[config.mk]
export PLATFORM = sky130hd
export DESIGN_NAME = gftq_front
export DESIGN_NICKNAME = d
export VERILOG_FILES = /design/src/rtl/grouped_fifo_team_queue_defines.svh /design/src/rtl/gftq_pkg.sv /design/src/rtl/gftq_front.sv
export SDC_FILE = /design/constraint.sdc
export NUM_CORES = 1
export LEC_CHECK = 0
export ABC_CLOCK_PERIOD_IN_PS = 2090
export BUFFER_PORTS_ARGS = -buffer_cell sky130_fd_sc_hd__clkbuf_2
export CORE_UTILIZATION = 51
export CTS_CLUSTER_DIAMETER = 100
export DETAILED_ROUTE_END_ITERATION = 8
export PLACE_DENSITY = 0.84
export SETUP_SLACK_MARGIN = 0.02
export SLEW_MARGIN = 20
export SYNTH_ARGS = -nofsm -noshare
export SYNTH_HDL_FRONTEND = slang
export SYNTH_SLANG_ARGS = --single-unit
[constraint.sdc]
create_clock -name clk -period 2.09 [get_ports clk]
set_input_delay 0.418 -clock clk [delete_from_list [all_inputs] [get_ports clk]]
set_output_delay 0.418 -clock clk [all_outputs]
set_load 0.01 [all_outputs]
[src/rtl/grouped_fifo_team_queue_defines.svh]
// Assertion macros for the team queue.
// Used by the top level; needs clk and rst in scope.
`ifndef GROUPED_FIFO_TEAM_QUEUE_DEFINES_SVH
`define GROUPED_FIFO_TEAM_QUEUE_DEFINES_SVH
`ifndef NO_ASSERTIONS
`define GFTQ_ASSERT(lbl, ante, cons, msg) \
  lbl: assert property (@(posedge clk) disable iff (rst) (ante) |-> (cons)) else $error(msg);
`define GFTQ_ASSERT_NEXT(lbl, ante, cons, msg) \
  lbl: assert property (@(posedge clk) disable iff (rst) (ante) |=> (cons)) else $error(msg);
`else
`define GFTQ_ASSERT(lbl, ante, cons, msg)
`define GFTQ_ASSERT_NEXT(lbl, ante, cons, msg)
`endif
`endif

[src/rtl/gftq_pkg.sv]
// Shared types, codes and helpers for the team queue.
// No dependencies.
package gftq_pkg;

  localparam int MEMBER_W = 10;
  localparam int TEAM_W = 5;
  localparam int STATUS_W = 2;

  localparam int DEF_NUM_MEMBERS = 1024;
  localparam int DEF_NUM_TEAMS = 32;
  localparam int DEF_CAPACITY = 256;

  localparam int RECIP_SHIFT = 2 * MEMBER_W;

  typedef enum logic [1:0] {
    MODE_ASSIGN = 2'd0,
    MODE_ENQ = 2'd1,
    MODE_DEQ = 2'd2,
    MODE_CLEAR = 2'd3
  } mode_t;

  localparam logic [STATUS_W-1:0] STATUS_OK = 2'd0;
  localparam logic [STATUS_W-1:0] STATUS_EMPTY = 2'd1;
  localparam logic [STATUS_W-1:0] STATUS_FULL = 2'd2;

  typedef struct packed {
    mode_t mode;
    logic [MEMBER_W-1:0] member;
    logic [TEAM_W-1:0] team;
  } cmd_t;

  typedef struct packed {
    logic [MEMBER_W-1:0] member;
    logic [STATUS_W-1:0] status;
  } res_t;

  // reciprocal multiply, then one correction step
  function automatic logic [MEMBER_W-1:0] reduce_mod(input logic [MEMBER_W-1:0] x,
                                                     input int unsigned m,
                                                     input int unsigned recip);
    logic [31:0] xw;
    logic [31:0] q;
    logic [31:0] r;
    xw = {{(32-MEMBER_W){1'b0}}, x};
    q = (xw * recip) >> RECIP_SHIFT;
    r = xw - q * m;
    if (r >= m) begin
      r = r - m;
    end
    return r[MEMBER_W-1:0];
  endfunction

endpackage

[src/rtl/gftq_front.sv]
// Front end: accepts items, reduces member and team numbers, queues commands.
// Depends on gftq_pkg.
module gftq_front import gftq_pkg::*; #(
  parameter int NUM_MEMBERS = DEF_NUM_MEMBERS,
  parameter int NUM_TEAMS = DEF_NUM_TEAMS
) (
  input  logic                clk,
  input  logic                rst,
  input  logic                push,
  output logic                full,
  input  logic [1:0]          mode,
  input  logic [MEMBER_W-1:0] member,
  input  logic [TEAM_W-1:0]   team,
  input  logic                hold,
  output logic                cmd_valid,
  output cmd_t                cmd,
  input  logic                cmd_ready
);

  localparam int unsigned MEM_RECIP = (1 << RECIP_SHIFT) / NUM_MEMBERS;
  localparam int unsigned TEAM_RECIP = (1 << RECIP_SHIFT) / NUM_TEAMS;

  logic [1:0] count;
  logic wp;
  logic rp;
  cmd_t q [2];
  cmd_t new_cmd;
  logic [MEMBER_W-1:0] team_red;
  logic in_acc;
  logic out_acc;

  assign full = (count == 2'd2) || hold;
  assign in_acc = push && !full;
  assign cmd_valid = (count != 2'd0);
  assign out_acc = cmd_valid && cmd_ready;
  assign cmd = q[rp];

  always_comb begin
    team_red = reduce_mod({{(MEMBER_W-TEAM_W){1'b0}}, team}, NUM_TEAMS, TEAM_RECIP);
    new_cmd.mode = mode_t'(mode);
    new_cmd.member = reduce_mod(member, NUM_MEMBERS, MEM_RECIP);
    new_cmd.team = team_red[TEAM_W-1:0];
  end

  always_ff @(posedge clk) begin
    if (rst) begin
      count <= 2'd0;
      wp <= 1'b0;
      rp <= 1'b0;
    end else begin
      if (in_acc) begin
        wp <= ~wp;
      end
      if (out_acc) begin
        rp <= ~rp;
      end
      count <= count + {1'b0, in_acc} - {1'b0, out_acc};
    end
  end

  always_ff @(posedge clk) begin
    if (in_acc) begin
      q[wp] <= new_cmd;
    end
  end

endmodule

# Word level (Yosys, flattened, before mapping)
# Memory sizes are Yosys's and may differ from the RTL's. A register that Yosys moved wholly into a read port is not among the register bits.
# Cells that the tools add are included.
[totals]
latchBits = 0
romBits = 0
ff_bits = 4
word_cells = 24
mem_count = 1
mem_bits_rw = 34
[mem_list]
columns = ["name", "words", "word_bits", "rd", "rd_clocked_by_memory_dff", "write_ports", "line", "text"]
rows = [
  ["q", 2, 17, 1, 1, 1, "gftq_front.sv:26", "cmd_t q [2];"],
]
[op_classes]
n_eq_ne = 1
div_mod_pow = 0
bitwise_logic = 2
reduce_logical = 5
n_mux = 6
n_mul = 0
shifts = 0
add_sub_neg = 4
order_cmp = 2
[op_table]
columns = ["operator", "n"]
rows = [
  ["greater-or-equal comparator 10 x 11 -> 1 bit (second input constant)", 1],
  ["two-way mux 10 bit", 1],
  ["subtractor 10 x 1 -> 10 bit (second input constant)", 1],
  ["greater-or-equal comparator 5 x 6 -> 1 bit (second input constant)", 1],
  ["two-way mux 5 bit", 1],
  ["subtractor 5 x 1 -> 5 bit (second input constant)", 1],
  ["two-way mux 1 bit", 4],
  ["adder 2 x 1 -> 2 bit", 1],
  ["== test 2 bit (second input constant)", 1],
  ["logical AND 1 bit", 2],
  ["NOT 1 bit", 2],
  ["nonzero test 2 bit", 1],
  ["subtractor 2 x 1 -> 2 bit", 1],
  ["zero test 1 bit", 1],
  ["logical OR 1 bit", 1],
]

# Logic depth before layout (Yosys ltp)
[depth]
ltp_word = 6
ltp_mapped = 8

# Least setup slack after synthesis
# OpenSTA, ideal clock, no wires.
[synth_timing]
path_kind = "input to register"
start = "input hold"
end = "memory q[1][0] in the netlist's numbering (enable)"
cell_stages = 2
arrival_ns = 1.328
path_buffers = 0
slack_ns = 0.371
required_ns = 1.699
path_cell_list = "nand3b_4 nor2_1"
[synth_via]
elab_chain_len = 5
[synth_rtl]
columns = ["item", "line", "text"]
rows = [
  ["start: declaration", "gftq_front.sv:14", "input logic hold,"],
  ["logical OR 1 bit", "gftq_front.sv:32", "assign full = (count == 2'd2) || hold;"],
  ["zero test 1 bit", "gftq_front.sv:33", "assign in_acc = push && !full;"],
  ["logical AND 1 bit", "gftq_front.sv:33", ""],
  ["two-way mux 1 bit", "gftq_front.sv:62", "if (in_acc) begin"],
  ["two-way mux 1 bit (implied by the code)", "gftq_front.sv:63", "q[wp] <= new_cmd;"],
  ["end: declaration", "gftq_front.sv:26", ""],
]
# Every way passes these cells.

==> results.md <==
- Status: finished, violations left
- Failing checks: DRC
- Peak VDD IR: 0.6527 mV
- Reg area: 1121 um^2
- Yosys top cell by area: edfxtp_1
- DIE WIDTH: 56.82 um
- Slowest CP cell: dfxtp_1
- Cells after synthesis: 80
- Critical path data required time: 1.67 ns
- Die ar.: 3229 um^2
- Net Count, Synth: 104
- Commonest non-fill, non-tap cell in the layout: clkbuf_2
- Leak: 0.0007777 uW
- Mapped Area: 1533 um^2
- Crit path cell chain: buf_12 > mux2_2 > clkbuf_2
- Rows: 19
- DR pass1 iterations: 6
- Chip Height: 56.82 um
- Post-Route WL: 2.350 mm
- Ports: 41
- Total power: 2093 uW
- # diodes: 0
- Crit Path Category: flip-flop to output port
- Fin. max-slew vios: 0
- Clock Path Buffers: 2
- CP Capture Type: output port
- Part of the cycle the worst path needs: 0.9418
- First-pass GRT wire length: 3.732 mm
- Post-synth top area share: 0.6661
- Asr flop ratio synth: 0
- Port buffer count: 40
- CTS sink count: 39
- Register clock-pin slew on the reported worst setup and hold paths: 0.12 ns
- Flops & latches, synth: 39
- FMAX: 508.1 MHz
- Measured slew at the worst slew-check pin: 0.3436 ns
- CP max stage delay: 0.54 ns
- Setup Buffers After CTS: 0
- WL/cell: 14.51 um
- Slew HR: 0.7706
- Clock Latency Late Sink: 0.35 ns
- Pwr/cell area: 1116 nW/um^2
- Avg Vias per Cell: 5.093
- Fin Clk Skew: 0.01151 ns
- Antenna Violating Nets Remaining: 0
- Commonest cells after routing, fill and taps aside: clkbuf_2 (40), edfxtp_1 (34), mux2_4 (11), mux2_2 (7), nor2_1 (7)
- Post-DP HPWL: 1.732 mm
- Top cells by area, synth: edfxtp_1 (67%), mux2_4 (11%), dfxtp_1 (6.5%)
- Number of flops mapped to enable cells by yosys: 34
- Placer Congestion: 0.6529
- DRC Markers: 6
- Synth cell types: 18
- CP delay by family, top: flip-flops
- CTS root buffer: clkbuf_4
- Hold Crit Class: input pin to flip-flop
- Nets: 154
- Total buffers and inverters traversed by the critical path: 2
- Synth Flop Type: edfxtp_1
- Synthesis-to-layout area growth: 22.37%
- CTS tree: done
- Total CTS buffers: 5
- Worst Setup Start Kind: flip-flop
- Initial DRC count: 26
- CORE AREA: 2805 um^2
- Total Routing Usage GR: 0.1671
- RSZ-0062 raised after global routing: false
- Via count: 825
- Layout fillers: 205
- Area of the multi-input gates: 381.6 um^2
- Setup violators final: 0
- Post-synthesis sequential area ratio: 0.7314
- Setup TNS: 0 ns
- Vias in the first global route: 847
- Starting Density: 0.5464
- Max Cap Viol: 0
- Max H-tree Level: 2
- Critical Path AT: 1.55 ns
- Fraction of layout cells with a size suffix above 1: 0.5649
- Hold Fails Final Rpt: 0
- Warnings from Yosys: 0
- GR Overflow Total: 0
- Syn_area_per_cell: 19.16 um^2
- Crit Path Max Fanout: 11
- Largest net degree at the start of global routing: 13
- Cts hold-fix bufs: 0
- Initial antenna violation count: 0
- Final Critical Period: 1.968 ns
- Cts repair resizes: 0
kinds of logic (layout without fill, tap and decap cells):
kind of cell | count (synthesis) | in the layout | synth area share
flip-flops | 39 | 39 | 0.7314
multiplexers | 18 | 18 | 0.1592
AND/OR/NAND/NOR | 14 | 14 | 0.05634
buffers and inverters | 4 | 55 | 0.01959
adder cells (fa/ha/maj) | 2 | 2 | 0.01632
XOR/XNOR | 2 | 2 | 0.01143
AO/OA/AOI/OAI | 1 | 1 | 0.005715
sequential cells by signal, summed over array words and instances, names as in the netlist, named ones only:
register	cells
q	34
count	2
rp	1
wp	1
per-layer routing:
metal	track usage	part of all wire	wire length, um	vias to the layer above
li1	-	-	-	403
met1	0.1906	0.41	973	385
met2	0.2653	0.49	1161	32
met3	0.05530	0.073	171	5
met4	0.1150	0.019	44	0
met5	0	0	0	-
report_power, final:
part	switching [uW]	total [uW]	leakage, uW	internal [uW]
Sequential	56.6	996	0.000353	939
Clock	237	483	0.0000426	246
Combinational	271	614	0.000382	342
Total	565	2090	0.000778	1530
cells in the mapped netlist (2+ instances only):
library cell / number
mux2_4: 11
mux2_2: 7
dfxtp_1: 5
ha_1: 2
buf_6: 2
edfxtp_1: 34
inv_1: 2
nor2_1: 7
metrics by stage:
stage	utilization	cell area, um^2	hold WS [ns]	std cells	setup WS [ns]
after CTS	0.6686	1876	0.2319	162	0.09545
after detailed placement	0.6414	1799	0.5441	154	0.3289
after global routing	0.6686	1876	0.2337	162	0.02742
after floorplan	-	1533	0.4801	80	0.3712
after global placement	0.6414	1799	0.5026	154	0.4720
final	0.6686	1876	0.2521	162	0.1217
area by class of cell:
| cell class | instances | area share |
|---|---|---|
| multi-input combinational | 37 | 0.2035 |
| clock inverter | 3 | 0.02068 |
| clock buffer | 5 | 0.02001 |
| timing repair buffer | 45 | 0.1334 |
| inverter | 2 | 0.004003 |
| sequential | 39 | 0.5977 |
| tap | 31 | 0.02068 |
final timing paths:
check,startpoint,end,slack (ns),depth (start not counted)
worst min register to register,rp,rp,0.55,2
worst max register to register,count[0],count[1],0.41,8
worst max-delay path,flip-flop,cmd[5],0.12,3
worst min-delay path,member[0],q[1][5],0.25,1
No activity file was read; power rests on OpenSTA's default activity.
