## config.mk

```make
export PLATFORM = sky130hd
export DESIGN_NAME = gftq_rq
export DESIGN_NICKNAME = d
export VERILOG_FILES = /design/src/rtl/grouped_fifo_team_queue_defines.svh /design/src/rtl/gftq_pkg.sv /design/src/rtl/gftq_rq.sv
export SDC_FILE = /design/constraint.sdc
export NUM_CORES = 1
export LEC_CHECK = 0
export BUFFER_PORTS_ARGS = -buffer_cell sky130_fd_sc_hd__buf_2
export CAP_MARGIN = 0
export CORE_UTILIZATION = 26
export DETAILED_ROUTE_END_ITERATION = 10
export GPL_TIMING_DRIVEN = 0
export SETUP_SLACK_MARGIN = 0.2
export SYNTH_ARGS = -nofsm -noshare
export SYNTH_HDL_FRONTEND = slang
export SYNTH_SLANG_ARGS = --single-unit
```

## constraint.sdc

```tcl
create_clock -name clk -period 2 [get_ports clk]
set_clock_uncertainty 0.05 [all_clocks]
set_input_delay 0.1 -clock clk [delete_from_list [all_inputs] [get_ports clk]]
set_output_delay 0.1 -clock clk [all_outputs]
set_load 0.01 [all_outputs]
```

## src/rtl/grouped_fifo_team_queue_defines.svh

```systemverilog
// Assertion macros for the team queue.
// Used by the top level; needs clk and rst in scope.
`ifndef GROUPED_FIFO_TEAM_QUEUE_DEFINES_SVH
`define GROUPED_FIFO_TEAM_QUEUE_DEFINES_SVH
`ifndef NO_ASSERTIONS
`define GFTQ_ASSERT(lbl, ante, cons, msg) \
  lbl: assert property (@(posedge clk) disable iff (rst) (ante) |-> (cons)) else $error(msg);
`define GFTQ_ASSERT_NEXT(lbl, ante, cons, msg) \
  lbl: assert property (@(posedge clk) disable iff (rst) (ante) |=> (cons)) else $error(msg);
`else
`define GFTQ_ASSERT(lbl, ante, cons, msg)
`define GFTQ_ASSERT_NEXT(lbl, ante, cons, msg)
`endif
`endif

```

## src/rtl/gftq_pkg.sv

```systemverilog
// Shared types, codes and helpers for the team queue.
// No dependencies.
package gftq_pkg;

  localparam int MEMBER_W = 10;
  localparam int TEAM_W = 5;
  localparam int STATUS_W = 2;

  localparam int DEF_NUM_MEMBERS = 1024;
  localparam int DEF_NUM_TEAMS = 32;
  localparam int DEF_CAPACITY = 256;

  localparam int RECIP_SHIFT = 2 * MEMBER_W;

  typedef enum logic [1:0] {
    MODE_ASSIGN = 2'd0,
    MODE_ENQ = 2'd1,
    MODE_DEQ = 2'd2,
    MODE_CLEAR = 2'd3
  } mode_t;

  localparam logic [STATUS_W-1:0] STATUS_OK = 2'd0;
  localparam logic [STATUS_W-1:0] STATUS_EMPTY = 2'd1;
  localparam logic [STATUS_W-1:0] STATUS_FULL = 2'd2;

  typedef struct packed {
    mode_t mode;
    logic [MEMBER_W-1:0] member;
    logic [TEAM_W-1:0] team;
  } cmd_t;

  typedef struct packed {
    logic [MEMBER_W-1:0] member;
    logic [STATUS_W-1:0] status;
  } res_t;

  // reciprocal multiply, then one correction step
  function automatic logic [MEMBER_W-1:0] reduce_mod(input logic [MEMBER_W-1:0] x,
                                                     input int unsigned m,
                                                     input int unsigned recip);
    logic [31:0] xw;
    logic [31:0] q;
    logic [31:0] r;
    xw = {{(32-MEMBER_W){1'b0}}, x};
    q = (xw * recip) >> RECIP_SHIFT;
    r = xw - q * m;
    if (r >= m) begin
      r = r - m;
    end
    return r[MEMBER_W-1:0];
  endfunction

endpackage

```

## src/rtl/gftq_rq.sv

```systemverilog
// Result queue: two-entry buffer between the back end and the result ports.
// Depends on gftq_pkg.
module gftq_rq import gftq_pkg::*; (
  input  logic                clk,
  input  logic                rst,
  input  logic                res_valid,
  input  res_t                res,
  output logic                room,
  output logic                empty,
  input  logic                pop,
  output logic [MEMBER_W-1:0] member_out,
  output logic [STATUS_W-1:0] status
);

  logic [1:0] count;
  logic wp;
  logic rp;
  res_t q [2];
  logic out_acc;

  assign room = (count == 2'd0) || ((count == 2'd1) && !res_valid);
  assign empty = (count == 2'd0);
  assign out_acc = pop && !empty;
  assign member_out = q[rp].member;
  assign status = q[rp].status;

  always_ff @(posedge clk) begin
    if (rst) begin
      count <= 2'd0;
      wp <= 1'b0;
      rp <= 1'b0;
    end else begin
      if (res_valid) begin
        wp <= ~wp;
      end
      if (out_acc) begin
        rp <= ~rp;
      end
      count <= count + {1'b0, res_valid} - {1'b0, out_acc};
    end
  end

  always_ff @(posedge clk) begin
    if (res_valid) begin
      q[wp] <= res;
    end
  end

endmodule

```

**Word level (Yosys, flattened, before mapping)**

Memories as Yosys holds them, arrays and structs flattened. A register that Yosys moved wholly into a read port is not among the register bits.
Cells that the tools add are included.

- Bits in registers: 4
- Latch bits: 0
- RAM bits: 24
- Memory bits (read-only): 0
- Bits of input ports: 16
- Output and inout bits: 14
- Word-level logic and storage cells: 19
- Memories: 1

Memories:

| memory | depth | bits a word | read ports | clocked after Yosys merged registers in | wr ports | line | source |
|---|---|---|---|---|---|---|---|
| q | 2 | 12 | 1 | 1 | 1 | gftq_rq.sv:18 | `res_t q [2];` |

- $add $sub $neg: 2
- $mul: 0
- Divide/modulo/power cells: 0
- $lt $le $gt $ge: 0
- Equality and inequality tests: 1
- Shift-type cells: 0
- Mux-type cells: 4
- Bitwise logic cells: 2
- Reductions and logical operators: 6

Operators by type and width:

| kind | count |
|---|---|
| $mux 1 | 4 |
| $add 2x1->2 | 1 |
| $eq 2x1->1 const B | 1 |
| $logic_and 1x1->1 | 2 |
| $logic_not 1->1 | 2 |
| $logic_not 2->1 | 1 |
| $not 1->1 | 2 |
| $sub 2x1->2 | 1 |
| $logic_or 1x1->1 | 1 |

**Logic depth before layout (Yosys ltp)**

- Word-level depth: 5
- Depth in mapped cells: 6

**Least setup slack after synthesis**

No wires, ideal clock.

- Path type: register to register
- From: register count[1]
- To: register count[1]
- Library setup time: 110 ps
- Arrival: 1217 ps
- Path slack: 623 ps
- Cell stages (with the launch flop): 7
- Path through: dfxtp_1 > o21a_1 > ha_1 > inv_1 > ha_1 > xnor3_1 > nor2_1

- Word-level cells in the longest chain between the ends: 4
- Elaborated cells between the ends (all ways): 5
- Classes of those cells: 2 x add/sub; 3 x reduce/logical

RTL lines:

| element | line | source |
|---|---|---|
| start: declaration | gftq_rq.sv:15 | `logic [1:0] count;` |
| start signal: assignment | gftq_rq.sv:39 | `count <= count + {1'b0, res_valid} - {1'b0, out_acc};` |
| $logic_not 2->1 | gftq_rq.sv:22 | `assign empty = (count == 2'd0);` |
| $logic_not 1->1 | gftq_rq.sv:23 | `assign out_acc = pop && !empty;` |
| $logic_and 1x1->1 | gftq_rq.sv:23 |  |
| net out_acc | gftq_rq.sv:19 | `logic out_acc;` |
| $sub 2x1->2 | gftq_rq.sv:39 |  |

The timed path passes the listed nets, and every way through them passes these cells.
A chain may end at the register's enable or synchronous reset.

**Worst setup path in the final report**

- From: register wp
- To: memory q[0][10] (netlist name) (enable)

RTL lines:

| element | line | source |
|---|---|---|
| start: declaration | gftq_rq.sv:16 | `logic wp;` |
| start signal: assignment | gftq_rq.sv:34 | `wp <= ~wp;` |
| end: declaration | gftq_rq.sv:18 |  |

No word-level cell before the write port.

==> flow_metrics.py <==
metrics = {
    "cts": {
        "cts-buffers-inserted": 5,
        "cts-htree-levels": 2,
        "cts_tree": "yes",
        "cts.path.max_buffers": 2,
        "cts_setup_buffers": 0,
        "cts-root-buf": "clkbuf_8",
        "insertion_delay_ns": 0.27,
        "clkTransAtPathRegs_ns": 0.06,
        "cts-resized-gates": 0,
        "cts.sink_count": 29,
    },
    "logic_synthesis": {
        "netlist_instances": 60,
        "synth_cell_type_count": 13,
        "synth_seq_cells": 29,
        "synth_nets": 78,
        "syn_avg_cell_area_sq_um": 18.37,
        "synth_area_sq_um": 1102,
        "ys_seq_area_share_pct": 74.46,
        "yosysWarnings": 0,
    },
    "hold_path": {
        "min_to": "wp",
        "holdCritStartpoint": "res_valid",
        "hold_path.class": "in2reg",
        "whs_path_depth": 3,
    },
    "floorplanning": {
        "die_w_um": 67.11,
        "core_sq_um": 4029,
        "placementRows": 23,
        "top_level_ports": 30,
        "initial_utilization_pct": 27.36,
        "dieArea_sq_um": 4504,
        "chipHeight_um": 67.11,
    },
    "place": {
        "io_buffers": 29,
        "hpwlAfterDp_um": 1273,
        "dpl_cell_area_sq_um": 1310,
        "gp_congestion": 0.6008,
        "place_ws_ns": 0.3178,
    },
    "detailed_routing": {
        "wl_um": 1854,
        "antenna_left": 0,
        "drt_pass1_iterations": 3,
        "vias": 667,
        "wl_per_cell_um": 11.59,
        "vias_per_cell": 4.169,
        "drt_iter0_markers": 5,
        "drc": 0,
    },
    "critical_path": {
        "crit_slowest_cell": "nor2b_1",
        "critPathBufInv": 0,
        "worstSetupStartpointType": "flip-flop",
        "arrival_ns": 1.46,
        "worstPathRequired_ns": 1.84,
        "crit_chain": "nor2b_1",
        "endpoint_kind": "flip-flop",
        "r2r_end": "q[0][10]",
        "reg2reg_slack_ns": 0.37,
        "critPathKind": "reg2reg",
        "rr_startpoint": "wp",
        "crit_fanout": 12,
        "max_stage_delay_ns": 0.86,
        "cp_top_family": "simple AND/OR/NAND/NOR gates",
        "r2r_cells": 1,
    },
    "sta": {
        "setup_tns_ns": 0,
        "rsz0062_at_grt": "no",
        "maxSlewHeadroom_pct": 25.27,
        "period_needed_ns": 1.626,
        "finalMaxSlewViolations": 0,
        "whs_ns": 0.09272,
        "tightest_slew_ns": 1.119,
        "period_share_pct": 81.29,
        "worst_slack_ns": 0.3742,
        "timing.fmax_mhz": 615.1,
        "finalHoldViolCount": 0,
        "setup_viol": 0,
    },
    "power": {
        "power_frac_seq_pct": 46.8,
        "internal-power_w": 0.001205,
        "cellLeakagePower_nw": 0.5977,
        "power_w": 0.001624,
        "pwr-share-comb_pct": 26.1,
        "swShare_pct": 25.81,
        "clockPowerShare_pct": 27.1,
        "ir_worst_vdd_uv": 498.2,
        "p_switching_w": 0.0004193,
        "pwr_density_cell_nw_per_um2": 1067,
    },
    "global_routing": {
        "antenna_found_initial": 0,
        "track_usage_pct": 9.859,
        "grt_max_degree": 13,
        "grt_overflow": 0,
        "grt_pass1_wl_um": 2994,
        "grt_pass1_vias": 674,
    },
    "cells_and_area": {
        "final_area_sq_um": 1523,
        "layout.nets": 127,
        "area_growth_pct": 38.14,
        "n_antenna_cell": 0,
        "fillCellCount": 417,
        "drive_gt1_share_pct": 46.36,
    },
    "flow_run": {
        "cap_violations": 0,
    },
    "outcome": {
        "status": "finished clean",
    },
}
kinds of logic (layout without fill, tap and decap cells):
group,count (synthesis),count (layout),synth area share (%)
and+or+nand+nor,8,8,3.632
AOI/OAI and AO/OA,2,2,1.135
xor gates and xnor gates,2,2,2.838
DFF,29,29,74.46
adders and majority gates,2,2,2.270
buffers and inverters,3,53,1.363
muxes,14,14,14.30
layer usage:
layer	vias up	track usage [%]	part of all wire, %
met5	-	0	0
met4	0	4.787	1.0
met3	5	5.651	6.3
met2	21	16.25	52
met1	322	9.903	41
li1	319	-	-
stage by stage:
stage / utilization, % / std cells
5_1_grt: 37.80 / 160
2_1_floorplan: - / 60
6_report: 37.80 / 160
4_1_cts: 37.80 / 160
3_3_place_gp: 32.52 / 139
3_5_place_dp: 32.52 / 139
registers in the layout, summed over array words and instances, names as in the netlist, named ones only:
| register | flops |
|---|---|
| q | 24 |
| rp | 1 |
| wp | 1 |
| count | 2 |
cell type report:
| class | count | area (sq um) | area share, % |
|---|---|---|---|
| Multi-Input combinational cell | 28 | 266.5 | 17.50 |
| Clock inverter | 2 | 10.01 | 0.6574 |
| Inverter | 2 | 7.507 | 0.4930 |
| Sequential cell | 29 | 820.8 | 53.90 |
| Clock buffer | 6 | 72.57 | 4.766 |
| Timing Repair Buffer | 42 | 275.3 | 18.08 |
| Tap cell | 50 | 62.56 | 4.108 |
| Buffer | 1 | 7.507 | 0.4930 |
how the worst max path moves through the flow:
stage / start / to / cells past startpoint
final: wp / q[0][10] / 1
after global routing: wp / q[0][8] / 1
after CTS: wp / q[0][10] / 1
after detailed placement: wp / q[0][8] / 1
after global placement: wp / q[0][8] / 1
after floorplan: count[1] / count[1] / 6
cell usage after synthesis:
cell | count | share of area [%]
nor2b_1 | 3 | 1.7
xnor3_1 | 1 | 2.0
nor2_1 | 4 | 1.4
o21a_1 | 1 | 0.68
edfxtp_1 | 24 | 65
buf_4 | 1 | 0.68
a21oi_1 | 1 | 0.45
dfxtp_1 | 5 | 9.1
inv_1 | 2 | 0.68
and2_1 | 1 | 0.57
xnor2_1 | 1 | 0.79
mux2_2 | 14 | 14
ha_1 | 2 | 2.3
what timing repair did:
item | CTS | global route
endpoints found under the setup margin | 0 | 0
endpoints found under the hold margin | 27 | 0
hold buffers | 13 | 0
cell usage in the layout, fill, tap and decap left out:
cell,instances
buf_2,29
edfxtp_1,24
mux2_2,14
dlygate4sd3_1,13
dfxtp_1,5
clkbuf_8,5
nor2_1,4
nor2b_1,3
inv_1,2
ha_1,2
clkinv_2,2
o21a_1,1
buf_4,1
and2_1,1
a21oi_1,1
xnor3_1,1
xnor2_1,1
clkbuf_1,1
power by group through the flow:
stage                     combinational [W]  clock (W)  sequential [W]
after floorplan                    0.000281          0        0.000764
after global placement             0.000398          0        0.000769
after detailed placement           0.000414          0        0.000774
after CTS                          0.000436   0.000456        0.000761
after global routing               0.000477   0.000485        0.000769
final                              0.000424   0.000439        0.000761
No activity file was read; power rests on OpenSTA's default activity.
